File: config.mk
export PLATFORM = sky130hd
export DESIGN_NAME = rsc_ram
export DESIGN_NICKNAME = d
export VERILOG_FILES = /design/src/sv/rsc_ram.sv
export SDC_FILE = /design/constraint.sdc
export NUM_CORES = 1
export LEC_CHECK = 0
export BUFFER_PORTS_ARGS = -buffer_cell sky130_fd_sc_hd__buf_4
export CORE_UTILIZATION = 65
export CTS_BUF_LIST = sky130_fd_sc_hd__clkbuf_16
export DETAILED_ROUTE_END_ITERATION = 10
export PLACE_DENSITY = 0.91
export SYNTH_ARGS = -nofsm -noshare
export SYNTH_HDL_FRONTEND = slang
export SYNTH_SLANG_ARGS = --single-unit
File: constraint.sdc
create_clock -name i_clk -period 8.26 [get_ports i_clk]
set_clock_uncertainty 0.1 [all_clocks]
set_input_delay 0 -clock i_clk [delete_from_list [all_inputs] [get_ports i_clk]]
set_output_delay 0 -clock i_clk [all_outputs]
set_load 0.01 [all_outputs]
File: src/sv/rsc_ram.sv
// generic single-port-write, single-port-read ram with registered read
module rsc_ram #(
    parameter int WIDTH = 32,
    parameter int DEPTH = 16
) (
    input  logic                     i_clk,
    input  logic                     i_we,
    input  logic [$clog2(DEPTH)-1:0] i_waddr,
    input  logic [WIDTH-1:0]         i_wdata,
    input  logic                     i_re,
    input  logic [$clog2(DEPTH)-1:0] i_raddr,
    output logic [WIDTH-1:0]         o_rdata
);
    logic [WIDTH-1:0] r_mem [DEPTH];
    logic [WIDTH-1:0] r_rdata;

    always_ff @(posedge i_clk) begin
        if (i_we) begin
            r_mem[i_waddr] <= i_wdata;
        end
        if (i_re) begin
            r_rdata <= r_mem[i_raddr];
        end
    end

    assign o_rdata = r_rdata;
endmodule

==> flow_summary_export.csv <==
group,metric,value,unit
worst_setup_path,slowest_delay,0.84,ns
cts,clock-sinks,544,
timing,post-route-min-period,2.54,ns
place,dp_hpwl,21200,um
global_route,antenna_found_initial,1,
timing,worst_slew_pin_slew,1.24,ns
cts,clk_latency,0.56,ns
worst_setup_path,cp_data_arrival_time,2.73,ns
timing,fmax,0.394,GHz
cts,cts_tree,"done",
timing,drv_slew,0,
worst_setup_path,slowest_stage,"buf_4",
floorplanning,die_w,178,um
cells_and_area,drive_gt1_frac,0.306,
global_route,grt_overflow,0,
worst_setup_path,end_kind,"flip-flop",
detailed_routing,via_per_inst,7.19,
pwr,power_leakage,7.49,nW
synthesis,ys_seq_elements,544,
worst_setup_path,crit_chain,"clkbuf_8 -> buf_4 -> mux4_2 -> a22oi_1 -> nand2_1",
timing,finalSetupViolations,0,
global_route,use_met1,0.419,
pwr,p_per_area,244,nW/um2
cells_and_area,multi_input_area,3750,um2
worst_setup_path,cp.buffers_inverters,2,
floorplanning,num_rows,64,
cts,clkTransAtPathRegs,0.07,ns
timing,grt_setup_unrepaired,"no",
floorplanning,coreArea,30600,um2
global_route,grtUsageTotal,0.327,
global_route,grt_max_degree,86,
global_route,grt_use_met2,0.549,
global_route,gr-usage-met3,0.0588,
synthesis,synthCells,838,
cells_and_area,fill_cells,1513,
detailed_routing,wirelength,49700,um
worst_setup_path,startpoint_type,"primary input",
outcome,outcome,"finished clean",
worst_setup_path,path_class,"primary input to flip-flop",
pwr,peakVddDrop,0.000149,V
timing,slew-limit-headroom,0.174,
detailed_routing,vias,10100,
min_path,hold_path.class,"primary input to flip-flop",
floorplanning,dieArea,31700,um2
detailed_routing,drt-pass1-iter-count,7,
place,place_congestion,0.743,
cts,cts_made_buffers,48,
run,cap_violations,0,
cts,htree_num_levels,2,
synthesis,ys_types,17,
detailed_routing,drt_iter0_drc,1616,
synthesis,yosys_warnings,0,
worst_setup_path,path_max_fanout,85,
timing,finalCritPeriodShare,0.307,
global_route,gr-max-usage-layer,"met2",
worst_setup_path,critPathTopFamily,"buffers and inverters",
cts,cts_root_buf,"clkbuf_16",
global_route,grt_pass1_wl,71000,um
timing,setup_tns,0,ns
floorplanning,ios,75,
pwr,finalPower,5.67,mW
detailed_routing,wl_per_cell,35.3,um
cells_and_area,syn_to_final_growth,15.0,%
floorplanning,initial_core_util,0.660,
detailed_routing,drc,0,
detailed_routing,antenna_left,0,
floorplanning,fp.dieH,178,um
place,port_buffers,74,
cells_and_area,final_common_cell,"edfxtp_1",
cells_and_area,most-common-layout-cells,"edfxtp_1 (544), mux4_2 (128), buf_4 (95)",
cts,max-clock-path-buffers,3,
cells_and_area,nets,1019,
synthesis,seq_area_frac_synth,0.810,
synthesis,syn_nets,881,
timing,hold_viol_final,0,
worst_setup_path,critPathRequiredTime,8.45,ns
cts,cts-resized-gates,0,
cells_and_area,regArea,16300,um2
synthesis,syn-cell-area,20200,um2
global_route,grt_pass1_vias,10500,
synthesis,postSynthAreaPerCell,24.1,um2
==> power breakdown <==
part	internal (mW)	switching (mW)	leakage [nW]
combinational	0.129	0.174	1.75
sequential	3.11	0.0266	4.94
clock	1.26	0.968	0.789
==> cells in the mapped netlist, drive strengths merged <==
library cell | n | area share
edfxtp | 544 | 0.81
mux4 | 128 | 0.14
a22oi | 64 | 0.024
nand2 | 33 | 0.0061
buf | 26 | 0.0079
clkbuf | 17 | 0.0032
nor2 | 13 | 0.0024
nor3 | 4 | 0.00099
nand2b | 2 | 0.00062
nand3b | 2 | 0.00074
nor2b | 2 | 0.00062
and2 | 1 | 0.00031
nand3 | 1 | 0.00025
or3b | 1 | 0.00043
==> layout make-up <==
cell class | instances | share of cell area
Antenna cell | 1 | 0.000108
Clock buffer | 49 | 0.0529
Clock inverter | 37 | 0.0134
Multi-Input combinational cell | 251 | 0.162
Sequential cell | 544 | 0.704
Tap cell | 396 | 0.0214
Timing Repair Buffer | 131 | 0.0464
==> stage by stage <==
step | std cells | hold slack [ns] | utilization | setup WS, ns | instance area, um2
2_1_floorplan | 838 | -0.00113 | - | 4.98 | 20200
3_3_place_gp | 1287 | 0.188 | 0.697 | 5.28 | 21300
3_5_place_dp | 1287 | 0.195 | 0.697 | 5.18 | 21300
4_1_cts | 1408 | 0.125 | 0.758 | 5.66 | 23200
5_1_grt | 1409 | 0.156 | 0.758 | 5.47 | 23200
6_report | 1409 | 0.151 | 0.758 | 5.72 | 23200
==> cells by family (layout without fill, tap and decap cells) <==
logic type / count (synthesis) / after routing / synth area share
AO/OA/AOI/OAI: 64 / 64 / 0.0238
buffers and inverters: 43 / 217 / 0.0110
multiplexers: 128 / 128 / 0.143
flip-flops: 544 / 544 / 0.810
AND/OR/NAND/NOR: 59 / 59 / 0.0125
other: 0 / 1 / 0
==> path summary, 6_finish.rpt <==
kind,start,endpoint,slack (ns),depth (start not counted)
max,i_raddr[0],o_rdata[22],5.72,5
min reg2reg,r_mem[14][30],o_rdata[30],0.66,3
min,i_waddr[1],r_mem[12][14],0.15,3
max reg2reg,r_mem[8][25],o_rdata[25],6.57,3
==> timing repair <==
item	in CTS	in global routing
setup buffers	0	0
hold buffers	35	0
endpoints found under the hold margin	546	0
==> state kept, by name, indices dropped and copies added, names as in the netlist <==
| register | cells |
|---|---|
| o_rdata | 32 |
| r_mem | 512 |
==> metal layers <==
metal / up-vias / routed length (um)
li1: 3869 / -
met1: 5175 / 17200
met2: 882 / 25200
met3: 203 / 4870
met4: 0 / 2490
met5: - / 0
==> tightest hold or removal path: stages <==
cell    delay [ns]
buf_4         0.15
nor3_2        0.07
buf_4         0.33
(Power assumes the default switching activity.)
