$ cat config.mk
export PLATFORM = sky130hd
export DESIGN_NAME = rsc_alu
export DESIGN_NICKNAME = d
export VERILOG_FILES = /design/src/sv/rsc_pkg.sv /design/src/sv/rsc_alu.sv
export SDC_FILE = /design/constraint.sdc
export NUM_CORES = 2
export LEC_CHECK = 0
export BUFFER_PORTS_ARGS = -buffer_cell sky130_fd_sc_hd__buf_2
export CORE_UTILIZATION = 45
export CTS_CLUSTER_SIZE = 40
export DETAILED_ROUTE_END_ITERATION = 8
export HOLD_SLACK_MARGIN = 0.12
export REMOVE_ABC_BUFFERS = 1
export SLEW_MARGIN = 20
export SYNTH_ARGS = -nofsm -noshare
export SYNTH_HDL_FRONTEND = slang
export SYNTH_SLANG_ARGS = --single-unit
$ cat constraint.sdc
create_clock -name i_clk -period 22.7 [get_ports i_clk]
set_clock_uncertainty 0.15 [all_clocks]
set_input_delay 2.27 -clock i_clk [delete_from_list [all_inputs] [get_ports i_clk]]
set_output_delay 2.27 -clock i_clk [all_outputs]
set_load 0.005 [all_outputs]
$ cat src/sv/rsc_pkg.sv
// shared types, codes and constants of the rpn stack calculator
package rsc_pkg;

    localparam int DATA_W            = 32;
    localparam int OP_W              = 3;
    localparam int IDX_W             = 4;
    localparam int CNT_OUT_W         = 5;
    localparam int STATUS_W          = 3;
    localparam int STACK_ENTRIES_DEF = 16;
    localparam int FRACTION_BITS_DEF = 16;

    localparam logic signed [DATA_W-1:0] SAT_MAX = {1'b0, {(DATA_W-1){1'b1}}};
    localparam logic signed [DATA_W-1:0] SAT_MIN = {1'b1, {(DATA_W-1){1'b0}}};

    typedef enum logic [OP_W-1:0] {
        OP_PUSH  = 3'd0,
        OP_ADD   = 3'd1,
        OP_SUB   = 3'd2,
        OP_MUL   = 3'd3,
        OP_DIV   = 3'd4,
        OP_CLEAR = 3'd5,
        OP_PEEK  = 3'd6
    } t_op;

    typedef enum logic [STATUS_W-1:0] {
        ST_OK        = 3'd0,
        ST_UNDERFLOW = 3'd1,
        ST_OVERFLOW  = 3'd2,
        ST_DIVZERO   = 3'd3,
        ST_BADINDEX  = 3'd4,
        ST_SATURATED = 3'd5
    } t_status;

    typedef struct packed {
        logic [OP_W-1:0]          operation;
        logic signed [DATA_W-1:0] operand_value;
        logic [IDX_W-1:0]         peek_index;
    } t_cmd;

    typedef struct packed {
        logic signed [DATA_W-1:0] top_value;
        logic [CNT_OUT_W-1:0]     stack_count;
        logic [STATUS_W-1:0]      status;
    } t_rsp;

    typedef struct packed {
        logic            start;
        logic [OP_W-1:0] op;
    } t_alu_ctl;

    typedef struct packed {
        logic done;
        logic sat;
    } t_alu_sts;

endpackage

$ cat src/sv/rsc_alu.sv
// shared arithmetic unit: add, subtract, multiply, bit-serial divide, saturation
module rsc_alu #(
    parameter int FRACTION_BITS = rsc_pkg::FRACTION_BITS_DEF
) (
    input  logic                             i_clk,
    input  logic                             i_rst_n,
    input  rsc_pkg::t_alu_ctl                i_ctl,
    input  logic signed [rsc_pkg::DATA_W-1:0] i_lhs,
    input  logic signed [rsc_pkg::DATA_W-1:0] i_rhs,
    output rsc_pkg::t_alu_sts                o_sts,
    output logic signed [rsc_pkg::DATA_W-1:0] o_result
);
    import rsc_pkg::*;

    localparam int DW  = DATA_W + FRACTION_BITS;
    localparam int SCW = $clog2(DW + 1);
    localparam int AW  = 2 * DATA_W;

    typedef enum logic [4:0] {
        A_IDLE = 5'b00001,
        A_MUL  = 5'b00010,
        A_DIV  = 5'b00100,
        A_FIX  = 5'b01000,
        A_SAT  = 5'b10000
    } t_alu_state;

    t_alu_state              r_state, n_state;
    logic signed [AW-1:0]    r_acc;
    logic [DATA_W-1:0]       r_rem;
    logic [DATA_W-1:0]       r_div;
    logic [DW-1:0]           r_quo;
    logic                    r_neg;
    logic [SCW-1:0]          r_step;

    logic [DATA_W-1:0]       lhs_mag;
    logic [DATA_W-1:0]       rhs_mag;
    logic [DATA_W:0]         rem_sh;
    logic [DATA_W+1:0]       diff;
    logic                    fits;
    logic                    in_range;

    assign lhs_mag = i_lhs[DATA_W-1] ? (~i_lhs + 1'b1) : i_lhs;
    assign rhs_mag = i_rhs[DATA_W-1] ? (~i_rhs + 1'b1) : i_rhs;

    // one restoring divide step per cycle
    assign rem_sh = {r_rem, r_quo[DW-1]};
    assign diff   = {1'b0, rem_sh} - {2'b00, r_div};
    assign fits   = !diff[DATA_W+1];

    assign in_range = (r_acc[AW-1:DATA_W-1] == {(DATA_W+1){r_acc[DATA_W-1]}});

    always_comb begin
        n_state = r_state;
        case (r_state)
            A_IDLE: begin
                if (i_ctl.start) begin
                    case (i_ctl.op)
                        OP_MUL:  n_state = A_MUL;
                        OP_DIV:  n_state = A_DIV;
                        default: n_state = A_SAT;
                    endcase
                end
            end
            A_MUL: n_state = A_SAT;
            A_DIV: begin
                if (r_step == SCW'(1)) begin
                    n_state = A_FIX;
                end
            end
            A_FIX: n_state = A_SAT;
            A_SAT: n_state = A_IDLE;
            default: n_state = A_IDLE;
        endcase
    end

    always_ff @(posedge i_clk) begin
        if (!i_rst_n) begin
            r_state <= A_IDLE;
        end else begin
            r_state <= n_state;
        end
    end

    always_ff @(posedge i_clk) begin
        case (r_state)
            A_IDLE: begin
                if (i_ctl.start) begin
                    case (i_ctl.op)
                        OP_ADD: begin
                            r_acc <= {{DATA_W{i_lhs[DATA_W-1]}}, i_lhs}
                                   + {{DATA_W{i_rhs[DATA_W-1]}}, i_rhs};
                        end
                        OP_SUB: begin
                            r_acc <= {{DATA_W{i_lhs[DATA_W-1]}}, i_lhs}
                                   - {{DATA_W{i_rhs[DATA_W-1]}}, i_rhs};
                        end
                        OP_MUL: begin
                            r_acc <= i_lhs * i_rhs;
                        end
                        OP_DIV: begin
                            r_quo  <= DW'(lhs_mag) << FRACTION_BITS;
                            r_rem  <= '0;
                            r_div  <= rhs_mag;
                            r_neg  <= i_lhs[DATA_W-1] ^ i_rhs[DATA_W-1];
                            r_step <= SCW'(DW);
                        end
                        default: begin
                            r_acc <= '0;
                        end
                    endcase
                end
            end
            A_MUL: begin
                // arithmetic shift rounds toward minus infinity
                r_acc <= r_acc >>> FRACTION_BITS;
            end
            A_DIV: begin
                r_rem  <= fits ? diff[DATA_W-1:0] : rem_sh[DATA_W-1:0];
                r_quo  <= {r_quo[DW-2:0], fits};
                r_step <= r_step - SCW'(1);
            end
            A_FIX: begin
                r_acc <= r_neg ? -$signed(AW'(r_quo)) : $signed(AW'(r_quo));
            end
            default: begin
            end
        endcase
    end

    assign o_sts.done = (r_state == A_SAT);
    assign o_sts.sat  = !in_range;
    assign o_result   = in_range ? r_acc[DATA_W-1:0]
                      : (r_acc[AW-1] ? SAT_MIN : SAT_MAX);
endmodule

==> metrics list <==
- The flow ran to the end, and the final reports show no timing, DRC or antenna violations.
* Actual transition at the worst max-transition pin: around 1100 ps
- Number of global-route vias before repair: 41700
- Highest routed metal layer: met4
- For the worst setup path, the data required time is 22770 ps.
- Total number of H-tree levels: 4
- Floorplan die area: ~120000 µm²
- Starting density of the core: 45.5%
* DP Wirelength: 127000 µm
- The tool flagged a number of max-cap violations equal to 0.
- Avg WL per Cell: 24.0 µm
- Kind of critical path: in -> reg
* Wire length the detailed router placed on met1: 71600 µm
- Final hold violation count: 0
- Area taken by multi-input logic gates: approximately 40000 µm²
- Buffers inserted during clock tree synthesis total 17.
* Overall die height: 340 µm
* Number of synthesis warnings: 0
- Floorplan row count: 123
- Summed over all layers, the global routing overflow is 0.
- The repair_antennas step left the layout with diodes totalling 0.
- Synth unique cells: 81
- Unrepaired setup endpoints after global routing: no
- Clock tree from TritonCTS: built
- In the detailed route, the total length drawn on met2 is roughly 80000 µm.
- Summed area of non-filler cells in the final layout: 53800 µm²
* Worst min path class: reg -> reg
- Leaving out fill and tap cells, the most frequent cell in the layout is fa_1.
* Max clock buf depth: 2
- Wires add up to 167000 µm.
- Post-CTS repair changed the size of 0 cells.
- Before antenna repair, the detailed router went through 7 iterations.
- The number of placed instances, taps included, is 6927.
* Root buffer cell: clkbuf_16
- Global-route usage over all layers: 29.5%
- Crit. End Element: flop
* Register area: 5600 µm²
- Clock transition at the register clock pins on the worst setup and hold paths after CTS: 90 ps
- Entering global routing, the biggest net connects 84 pins.
- The top cell types in the final layout, fill and taps aside, are 1085 x fa_1, 1077 x inv_1, 637 x nand2_1.
* Synthesized area per cell: 9.21 µm²
- Gpl congestion: 0.983
- # setup viols final: 0
- Setup total negative slack on the finished layout was measured at 0 ps.
* Portion of the post-synthesis area used by sequential elements: a little over a tenth
- The first global-routing pass estimated between 200000 and 300000 µm of wire.
- The count of nets left with antenna violations once routing finished came out at 0.
- Fraction of layout cells with a size suffix above 1: between 4 and 5%
- Fill count: 10900
- After clock tree synthesis, the flow added hold-fix buffers numbering 0.
- The clock period could shrink to approximately 12000 ps.
* Top fanout value on the critical path: 51
- Critical path startpoint category: primary input
- Async set-or-reset flop fraction in the synthesized netlist: 0%
* Die span in x: between 300 and 400 µm
- The number of setup buffers added after CTS is 0.
* Vias: between 30000 and 40000
* Antenna violations before repair: 6
- After the last flow step, the layout net total stands at between 6000 and 7000.
- From synthesis to final layout, the design area changed by 4.83%.
- Slew HR: 26.2%
- Fmax: 85.5 MHz
- Number of buffer cells added on primary ports: 103
- Via-to-Cell Ratio: 5.62
- The final count of pins violating max slew came to 0.
- Final cycle utilization of the critical path: 51.5%
- Boundary pin count: 104
- At the worst endpoint, the arrival time is between 10000 and 15000 ps.
- Routed length on met3: 9480 µm
* DRC violations left: 0
- The synthesized design contains approximately 180 enable-type register cells.
- Core region area: roughly 110000 µm²
- The later pin in the worst-skew pair is clocked with a latency of ~460 ps.
- Main synth FF type: edfxtp_1
- Sinks on Clock Net: 188
* Cell count after synthesis: 5566
- Flop and latch count out of synthesis: about 190
- The placed instances occupy a cell area of 53100 µm².
- Number of non-filler instances in the completed layout: 6959
- 1st-iter DRT viols: 3349
- Mapped Area: about 50000 µm²
==> per-stage QoR <==
step | setup WS (ps) | utilization (%) | hold slack (ps)
after floorplan | 12530 | - | 381
after global placement | 10740 | 47.2 | 415
after detailed placement | 10560 | 47.2 | 418
after CTS | 11010 | 47.7 | 440
after global routing | 10490 | 47.7 | 463
final | 11010 | 47.7 | 444
==> synthesized netlist by cell type (9+ instances only) <==
library cell     n  area [µm²]
fa_1          1085       21700
inv_1         1077        4040
nand2_1        637        2390
and2_1         467        2920
clkbuf_1       307        1150
ha_1           286        3580
nor2_1         220         826
edfxtp_1       183        5500
o21ai_0        167         836
a21oi_1        165         826
xnor2_1        148        1300
a21o_1         112         841
xor2_1          67         587
nor3_1          51         255
o31ai_1         43         323
nand3_1         35         175
o21bai_1        32         240
mux2i_1         27         270
or3_1           27         169
nand2b_1        24         150
o211ai_1        23         173
a22oi_1         22         165
a31oi_1         22         138
nor4_1          22         138
o21a_1          21         158
a222oi_1        20         200
nand4_1         20         125
o41ai_1         20         175
a211oi_1        17         128
a221oi_1        17         149
buf_1           17        63.8
and3_1          16         100
o221ai_1        14         123
o22ai_1         14        87.6
nor2b_1         13        81.3
a221o_1         12         120
or2_2           10        62.6
or4_1            9        67.6
==> kinds of logic (layout without fill, tap and decap cells) <==
kind of cell | count (synthesis) | in the layout | share of synthesized area (%)
AND/OR/NAND/NOR | 1572 | 1572 | 14.9
buffers and inverters | 1407 | 1300 | 10.3
XOR/XNOR | 215 | 215 | 3.67
flip-flops | 188 | 188 | 10.9
multiplexers | 30 | 30 | 0.593
AO/OA/AOI/OAI | 783 | 783 | 10.3
adder cells (fa/ha/maj) | 1371 | 1371 | 49.3
==> final cells by class <==
type | count | area share (%)
multi-input combinational | 3971 | 75.3
sequential | 188 | 10.4
inverter | 1082 | 7.56
tap | 1500 | 3.49
timing repair buffer | 186 | 2.12
clock buffer | 17 | 0.791
clock inverter | 15 | 0.356
==> per-layer routing <==
layer	up-vias	GRT usage [%]
met5	-	0
met4	0	8.31
met3	233	3.05
met2	1320	50.2
met1	20500	39.9
li1	17100	-
==> critical path: stages <==
cell	delay, ps
buf_2	70
buf_4	540
clkinv_1	770
nor2_1	350
fa_1	450
inv_1	240
fa_1	460
inv_1	210
fa_1	490
fa_1	860
inv_1	400
fa_1	590
inv_1	60
fa_1	540
fa_1	440
fa_1	470
ha_1	360
a21o_1	180
a21o_1	190
a21oi_1	150
nor2b_1	70
or3_1	330
o211ai_1	360
o221ai_1	210
a311oi_1	360
xnor2_1	110
a21o_1	180
==> flip-flops by register name (all words and copies together) (netlist names) <==
register	flops
r_div	32
r_state	5
r_acc	64
r_rem	32
r_step	6
r_quo	48
r_neg	1
==> final timing paths <==
kind	from	to	slack, ps	cells past startpoint
setup / recovery	i_lhs[31]	r_acc[62]	11010	27
hold reg to reg	r_acc[17]	r_acc[1]	440	2
hold / removal	r_acc[17]	r_acc[1]	440	2
setup reg to reg	r_quo[47]	r_rem[30]	18000	14
Power is left out: the tool's default activity adds up to more than one toggle a clock period on the data nets, which glitch-free logic cannot reach.
